File: src/hw/rtl/ttab_pkg.sv
// ----------------------------------------------------------------------------
// Trajectory table package
// Shared widths, command and status codes for the trajectory table.
// ----------------------------------------------------------------------------
package ttab_pkg;

    localparam int unsigned DATA_W        = 32;
    localparam int unsigned NUM_VALS      = 6;
    localparam int unsigned ROW_W         = DATA_W * (NUM_VALS + 1);
    localparam int unsigned CMD_W         = 2;
    localparam int unsigned STATUS_W      = 3;
    localparam int unsigned DEF_MAX_ROWS  = 256;
    localparam int unsigned DEF_FRAC_BITS = 16;

    typedef enum logic [CMD_W-1:0] {
        CMD_APPEND = 2'd0,
        CMD_QUERY  = 2'd1,
        CMD_CLEAR  = 2'd2,
        CMD_NONE   = 2'd3
    } cmd_t;

    typedef enum logic [STATUS_W-1:0] {
        ST_INTERP    = 3'd0,
        ST_CLAMP_LO  = 3'd1,
        ST_CLAMP_HI  = 3'd2,
        ST_NO_BRKT   = 3'd3,
        ST_EMPTY     = 3'd4
    } status_t;

endpackage

File: src/hw/rtl/ttab_div.sv
// ----------------------------------------------------------------------------
// Trajectory table ratio divider
// Restoring divider giving (num << FRAC_BITS) / den for num <= den, one bit a cycle.
// ----------------------------------------------------------------------------
module ttab_div #(
    parameter int unsigned FRAC_BITS = ttab_pkg::DEF_FRAC_BITS
) (
    input  logic                 aclk,
    input  logic                 aresetn,
    input  logic                 start,
    input  logic [32:0]          num,
    input  logic [32:0]          den,
    output logic                 done,
    output logic [FRAC_BITS:0]   quot
);

    localparam int unsigned CW = $clog2(FRAC_BITS + 1);

    logic [33:0]        rem_reg, rem_next;
    logic [32:0]        den_reg;
    logic [FRAC_BITS:0] q_reg, q_next;
    logic [CW-1:0]      cnt_reg, cnt_next;
    logic               busy_reg, busy_next;
    logic               done_reg, done_next;
    logic               bit_ge;
    logic [33:0]        rem_sub;

    assign bit_ge  = rem_reg >= {1'b0, den_reg};
    assign rem_sub = bit_ge ? (rem_reg - {1'b0, den_reg}) : rem_reg;

    always_comb begin
        rem_next  = rem_reg;
        q_next    = q_reg;
        cnt_next  = cnt_reg;
        busy_next = busy_reg;
        done_next = 1'b0;
        if (start) begin
            rem_next = {1'b0, num};
            q_next   = '0;
            cnt_next = CW'(FRAC_BITS);
            if (den == '0) begin
                done_next = 1'b1;
                busy_next = 1'b0;
            end else begin
                busy_next = 1'b1;
            end
        end else if (busy_reg) begin
            q_next   = {q_reg[FRAC_BITS-1:0], bit_ge};
            rem_next = {rem_sub[32:0], 1'b0};
            if (cnt_reg == '0) begin
                busy_next = 1'b0;
                done_next = 1'b1;
            end else begin
                cnt_next = cnt_reg - 1'b1;
            end
        end
    end

    always_ff @(posedge aclk) begin
        if (!aresetn) begin
            busy_reg <= 1'b0;
            done_reg <= 1'b0;
        end else begin
            busy_reg <= busy_next;
            done_reg <= done_next;
        end
        rem_reg <= rem_next;
        q_reg   <= q_next;
        cnt_reg <= cnt_next;
        if (start) begin
            den_reg <= den;
        end
    end

    assign done = done_reg;
    assign quot = q_reg;

endmodule

File: config.mk
export PLATFORM = sky130hd
export DESIGN_NAME = ttab_div
export DESIGN_NICKNAME = d
export VERILOG_FILES = /design/src/hw/rtl/ttab_pkg.sv /design/src/hw/rtl/ttab_div.sv
export SDC_FILE = /design/constraint.sdc
export NUM_CORES = 1
export LEC_CHECK = 0
export ABC_CLOCK_PERIOD_IN_PS = 5700
export BUFFER_PORTS_ARGS = -buffer_cell sky130_fd_sc_hd__buf_2
export CAP_MARGIN = 20
export CORE_MARGIN = 2
export CORE_UTILIZATION = 62
export CTS_CLUSTER_DIAMETER = 80
export DETAILED_ROUTE_END_ITERATION = 12
export PLACE_DENSITY = 0.9
export SETUP_SLACK_MARGIN = 0.3
export SLEW_MARGIN = 20
export SYNTH_ARGS = -nofsm -noshare
export SYNTH_HDL_FRONTEND = slang
export SYNTH_SLANG_ARGS = --single-unit
File: constraint.sdc
create_clock -name aclk -period 5.7 [get_ports aclk]
set_input_delay 0.285 -clock aclk [delete_from_list [all_inputs] [get_ports aclk]]
set_output_delay 0.285 -clock aclk [all_outputs]
set_load 0.005 [all_outputs]
==> results of run 1 <==
synth_stat cells (5+ instances only):
library cell,instances
ha_1,35
dfxtp_1,25
inv_1,47
o21bai_1,7
xnor2_1,22
nand3_1,16
nor2_1,44
a21oi_1,40
mux2i_1,18
nor3b_1,11
nor4_1,11
a221o_1,8
nand4_1,9
edfxtp_1,66
a211oi_1,7
clkbuf_1,16
xor2_1,8
a21o_1,7
o211ai_1,5
mux2_4,15
mux2_2,17
nand2_1,34
nor3_1,13
nor2b_1,6
o21ai_0,18
per-stage QoR:
step | worst slack, ns | hold WS (ns)
after floorplan | 2.57 | 0.384
after global placement | 1.97 | 0.463
after detailed placement | 1.81 | 0.478
after CTS | 1.77 | 0.0746
after global routing | 1.57 | 0.0796
final | 1.77 | 0.0814
worst max path at each step:
| stage | from | endpoint | slack [ns] | cells after the start |
|---|---|---|---|---|
| after global routing | rem_reg[0] | rem_reg[17] | 1.57 | 12 |
| after detailed placement | rem_reg[0] | rem_reg[17] | 1.81 | 12 |
| after CTS | rem_reg[0] | rem_reg[17] | 1.77 | 12 |
| after global placement | rem_reg[0] | rem_reg[4] | 1.97 | 12 |
| final | rem_reg[0] | rem_reg[17] | 1.77 | 12 |
| after floorplan | rem_reg[0] | rem_reg[10] | 2.57 | 13 |
cell families (layout without fill, tap and decap cells):
| group | count (synthesis) | after routing |
|---|---|---|
| and+or+nand+nor | 170 | 170 |
| muxes | 50 | 50 |
| buffers and inverters | 70 | 151 |
| xor gates and xnor gates | 30 | 30 |
| adders and majority gates | 36 | 36 |
| AOI/OAI and AO/OA | 124 | 124 |
| DFF | 91 | 91 |
power by group through the flow:
stage | sequential (µW) | combinational [µW] | clock, µW
floorplan | 916 | 1190 | 0
global placement | 937 | 1380 | 0
detailed placement | 939 | 1440 | 0
CTS | 929 | 1450 | 472
global route | 943 | 1610 | 491
finish | 931 | 1480 | 464
layout make-up:
type                    instances  area (µm²)
clock buffers                  10         149
clock inverters                 6        57.6
fillers                       659        2650
inverters                      47         176
multi-input cells             410        3050
flip-flops and latches         91        2480
well taps                     111         139
repair buffers                 88         448
per-layer routing:
layer	share of wire	GRT usage	vias to the layer above
li1	-	-	2251
met3	0.067	0.0596	31
met2	0.49	0.451	200
met1	0.42	0.329	2221
met5	0	0	-
met4	0.023	0.103	0
==> reports/metrics.csv, run 1 <==
stage,metric,value,unit
timing,finalHoldViolCount,0,
route,num_vias,4703,
min_path,hold_path_depth,1,
worst_setup_path,cp_cell_sequence,"inv_1, ha_1, inv_1, fa_1, a211oi_1, o211ai_1, nand3_1, a211oi_2, o31ai_4, nand2_2, mux2_4, mux2_2",
power,internal_power,1740,µW
power,power.density,442,nW/µm²
route,drc,0,
power,swShare,0.393,
clocking,clock_latency,0.38,ns
timing,slew_viol_final,0,
global_route,grt_antenna_before_repair,0,
worst_setup_path,path_buf_inv,2,
route,detail_route.wl_per_cell,17.1,µm
synth,post_synth_fa_ha_maj_area_fraction,0.0788,
clocking,cts_tree,built,
route,vias_per_cell,6.16,
min_path,min_to,den_reg[23],
synth,synth-compound-area-share,0.149,
place,place_congestion,0.984,
power,pwr-share-comb,0.514,
clocking,cts_max_level,3,
clocking,cts_made_buffers,9,
route,drt_wl_total,13100,µm
timing,finalSetupViolCount,0,
layout,design_area,6500,µm²
place,io_buffers,86,
clocking,cts-root-buf,clkbuf_8,
timing,finalCritPeriodShare,0.690,
die,die_w,101,µm
layout,nets,752,
timing,fin_setup_tns,0,ns
synth,synth_ff_type,edfxtp_1,
timing,slew_headroom,0.427,
worst_setup_path,cp_top_family,compound AO/OA/AOI/OAI gates,
route,drt_iter0_drc,218,
global_route,grt_pass1_vias,4562,
synth,synth_xor_area_frac,0.0452,
global_route,grt_pass1_wl,21100,µm
global_route,grt_overflow,0,
synth,yosysTopAreaCellShare,0.341,
clocking,cts_resized,0,
clocking,cts.clk_slew.worst_paths,0.11,ns
timing,max_slew.worst_pin.slew,0.859,ns
timing,clock_skew,0.0173,ns
synth,ys_async_sr_fraction,0,
worst_setup_path,cp-end-kind,flop,
job,cap_violations,0,
worst_setup_path,arrival,4.06,ns
run_status,status,finished clean,
synth,synth_largest_area_cell,edfxtp_1,
synth,synth_area_per_cell,10.2,µm²
layout,final_util,0.710,
synth,synthTopCellsByArea,"edfxtp_1 34%, dfxtp_1 8.6%, ha_1 7.5%, mux2_4 3.9%, a21oi_1 3.4%",
synth,yosys_register_bits,91,
layout,syn_to_final_growth,11.9,%
synth,yosysUniqueCellTypes,63,
clocking,cts_hold_buf,0,
clocking,cts.sinks,91,
worst_setup_path,criticalPathCategory,reg2reg,
synth,yosysWarningCount,0,
synth,synth-simple-area-share,0.149,
timing,fin_crit,3.93,ns
power,clkPwrFrac,0.162,
layout,layout.cells.non_filler,763,
synth,netlist_instances,571,
die,ios,87,
global_route,grt_max_degree,71,
route,ant_nets,0,
synth,syn-num-nets,676,
worst_setup_path,critPathMaxStageDelay,0.54,ns
die,core,9150,µm²
worst_setup_path,critPathMaxFanout,29,
layout,layout_commonest_cell,buf_2,
worst_setup_path,r2r_end,rem_reg[17],
worst_setup_path,ff2ff_path_depth,12,
min_path,hold_path.class,in2reg,
synth,synth_top_family_by_area,simple AND/OR/NAND/NOR gates,
worst_setup_path,reg2reg_setup_slack,1.77,ns
die,row_count,35,
power,ir_drop,0.199,mV
power,switchingPower,1130,µW
place,place_area,6290,µm²
place,dpl.cell_count,747,
clocking,post_cts_buffers,0,
worst_setup_path,critical_path.startpoint_type,flop,
die,die_height,101,µm
min_path,hp-start,den[23],
die,start_util,0.635,
worst_setup_path,critPathSlowestCell,nand2_2,
global_route,grtUsageTotal,0.265,
synth,synthMuxAreaShare,0.103,
place,post-dp-hpwl,9650,µm
power,power.total,2870,µW
die,dieArea,10200,µm²
worst_setup_path,regToRegStartpoint,rem_reg[0],
layout,largest_register_ffs,34,
layout,diodes,0,
power,seqPwrFrac,0.324,
synth,ys_seq_area_frac,0.427,
worst_setup_path,cp_common_cell,inv_1,
timing,rsz0062_at_grt,false,
power,p_leak,0.00277,µW
timing,fmax,254,MHz
route,drt_pass1_iterations,5,
synth,syn-cell-area,5810,µm²
layout,mostFrequentLayoutCells,"85 x buf_2, 66 x edfxtp_1, 47 x inv_1",
layout,drive_gt1_frac,0.227,
synth,synth_edf_count,66,
clocking,cts_buffer_depth,2,
worst_setup_path,worstPathRequired,5.83,ns
No activity file was read; power rests on OpenSTA's default activity.
==> run 2: changes to the inputs <==
ABC_CLOCK_PERIOD_IN_PS = 3450   (was 5700)
CORE_UTILIZATION = 52   (was 62)
PLACE_DENSITY = 0.81   (was 0.9)
clock period = 3.45 ns   (was 5.7 ns; I/O delays follow)
==> run 2 against run 1 <==
Clock skew rose by 0.0014 ns. Power rose by 76%. Worst setup slack got worse by 1.4 ns. Highest routed layer unchanged. Largest power group unchanged. Core utilization fell by 5.8 points. Sequential cell count did not move. Fmax rose by 26%. Hold slack got worse by 0.021 ns. Global-route usage fell by 1.1 points.
==> reports/metrics.csv, run 2 (synthesis results as in run 1) <==
stage,metric,value,unit
worst_setup_path,critPathMaxFanout,7,
clocking,cts_max_level,3,
worst_setup_path,arrival,3.26,ns
timing,clock_skew,0.0188,ns
clocking,cts.clk_slew.worst_paths,0.10,ns
worst_setup_path,critPathSlowestCell,a2111oi_4,
power,power.density,711,nW/µm²
timing,slew_viol_final,0,
timing,max_slew.worst_pin.slew,0.909,ns
route,detail_route.wl_per_cell,17.5,µm
clocking,clock_latency,0.39,ns
die,row_count,38,
global_route,grt_pass1_wl,23500,µm
worst_setup_path,cp-end-kind,flop,
timing,fin_setup_tns,0,ns
route,drt_wl_total,14700,µm
worst_setup_path,reg2reg_setup_slack,0.33,ns
place,place_congestion,0.910,
power,p_leak,0.00298,µW
layout,diodes,0,
global_route,grt_antenna_before_repair,0,
clocking,cts_tree,built,
timing,finalSetupViolCount,0,
global_route,grt_pass1_vias,5039,
place,post-dp-hpwl,10200,µm
die,dieArea,12000,µm²
global_route,grtUsageTotal,0.254,
timing,finalCritPeriodShare,0.905,
layout,layout_commonest_cell,buf_2,
worst_setup_path,regToRegStartpoint,rem_reg[12],
layout,syn_to_final_growth,22.1,%
job,cap_violations,0,
route,vias_per_cell,5.86,
place,io_buffers,86,
timing,rsz0062_at_grt,true,
route,num_vias,4924,
timing,holdWs,0.0600,ns
worst_setup_path,worstPathRequired,3.59,ns
route,drt_iter0_drc,356,
clocking,cts-root-buf,clkbuf_8,
clocking,cts_made_buffers,9,
worst_setup_path,cp_cell_sequence,"ha_1, nand4_1, o22ai_1, a2111oi_4, a211oi_4, o31ai_4, nand2_4, clkbuf_16, mux2_4, mux2_2",
layout,drive_gt1_frac,0.254,
worst_setup_path,critPathMaxStageDelay,0.42,ns
die,die_w,110,µm
timing,fmax,320,MHz
die,die_height,110,µm
layout,nets,800,
min_path,min_to,rem_reg[2],
power,ir_drop,0.386,mV
route,ant_nets,0,
layout,largest_register_ffs,34,
route,drc,0,
clocking,cts.sinks,91,
die,start_util,0.534,
worst_setup_path,criticalPathCategory,reg2reg,
global_route,grt_overflow,0,
min_path,hp-start,num[2],
layout,seq_area,2480,µm²
layout,fillers,846,
layout,multi_input_area,3130,µm²
run_status,status,finished clean,
die,ios,87,
global_route,grt_max_degree,71,
timing,fin_crit,3.12,ns
worst_setup_path,r2r_end,rem_reg[11],
layout,mostFrequentLayoutCells,"85 x buf_2, 66 x edfxtp_1, 46 x inv_1",
die,core,10900,µm²
timing,finalHoldViolCount,0,
clocking,cts_buffer_depth,2,
timing,slew_headroom,0.394,
min_path,hold_path_depth,3,
min_path,hold_path.class,in2reg,
worst_setup_path,ff2ff_path_depth,10,
route,drt_pass1_iterations,5,
worst_setup_path,critical_path.startpoint_type,flop,
==> run 2: cell count changes in the layout (fill, tap and decap cells not counted), moves of 2 or more <==
cell,delta
dlygate4sd3_1,+34
buf_12,+2
inv_8,-3
nor3_1,-2
ha_1,-6
a21oi_2,+2
ha_2,+6
nor3_2,+2
a21oi_1,-3
buf_4,+9
==> run 2: worst max-delay path by stage <==
| stage | start | endpoint | slack, ns |
|---|---|---|---|
| after floorplan | rem_reg[0] | rem_reg[10] | 0.32 |
| after global placement | rem_reg[0] | rem_reg[28] | 0.19 |
| after detailed placement | rem_reg[0] | rem_reg[21] | 0.08 |
| after CTS | rem_reg[0] | rem_reg[18] | 0.31 |
| after global routing | rem_reg[7] | rem_reg[24] | 0.19 |
| final | rem_reg[12] | rem_reg[11] | 0.33 |
==> run 2: what timing repair did <==
item,in CTS,in global routing
endpoints found under the setup margin,29,31
pin swaps,3,7
gates cloned,0,2
endpoints found under the hold margin,34,0
gates resized for setup,5,21
buffers inserted,1,5
hold buffers,34,0
==> run 2: report_power, final <==
part           switching [µW]  internal, µW  total, µW
Clock                     419           271        690
Combinational            1440          1370       2810
Sequential                117          1420       1540
==> run 2: critical path: cells and delay by family, from the launching register on <==
family                   cells  cell delay (ns)
AND/OR/NAND/NOR              2             0.33
flip-flops                   1             0.41
adder cells (fa/ha/maj)      1             0.38
buffers and inverters        1             0.24
AO/OA/AOI/OAI                4             0.96
multiplexers                 2             0.55
==> run 2: layout make-up <==
class	instances	area share
inverter	47	0.0249
clock buffer	10	0.0180
sequential	91	0.350
timing repair buffer	136	0.135
tap	140	0.0247
clock inverter	6	0.00653
multi-input combinational	410	0.441
==> run 2: metrics by stage <==
stage                      util  worst slack, ns  instance area [µm²]  power (µW)  instances
final                     0.652            0.329                 7090        5040        840
after global routing      0.652            0.185                 7090        5350        840
after CTS                 0.636            0.307                 6930        4770        833
after detailed placement  0.587           0.0782                 6390        4030        782
after global placement    0.587            0.187                 6390        3940        782
after floorplan               -            0.316                 5810        3480        571
==> run 2: routing by layer <==
metal | global-route usage | vias up | wire, µm
met2 | 0.440 | 190 | 7220
met3 | 0.0640 | 25 | 1080
met1 | 0.305 | 2351 | 6060
met5 | 0 | - | 0
met4 | 0.0949 | 0 | 298
li1 | - | 2358 | -
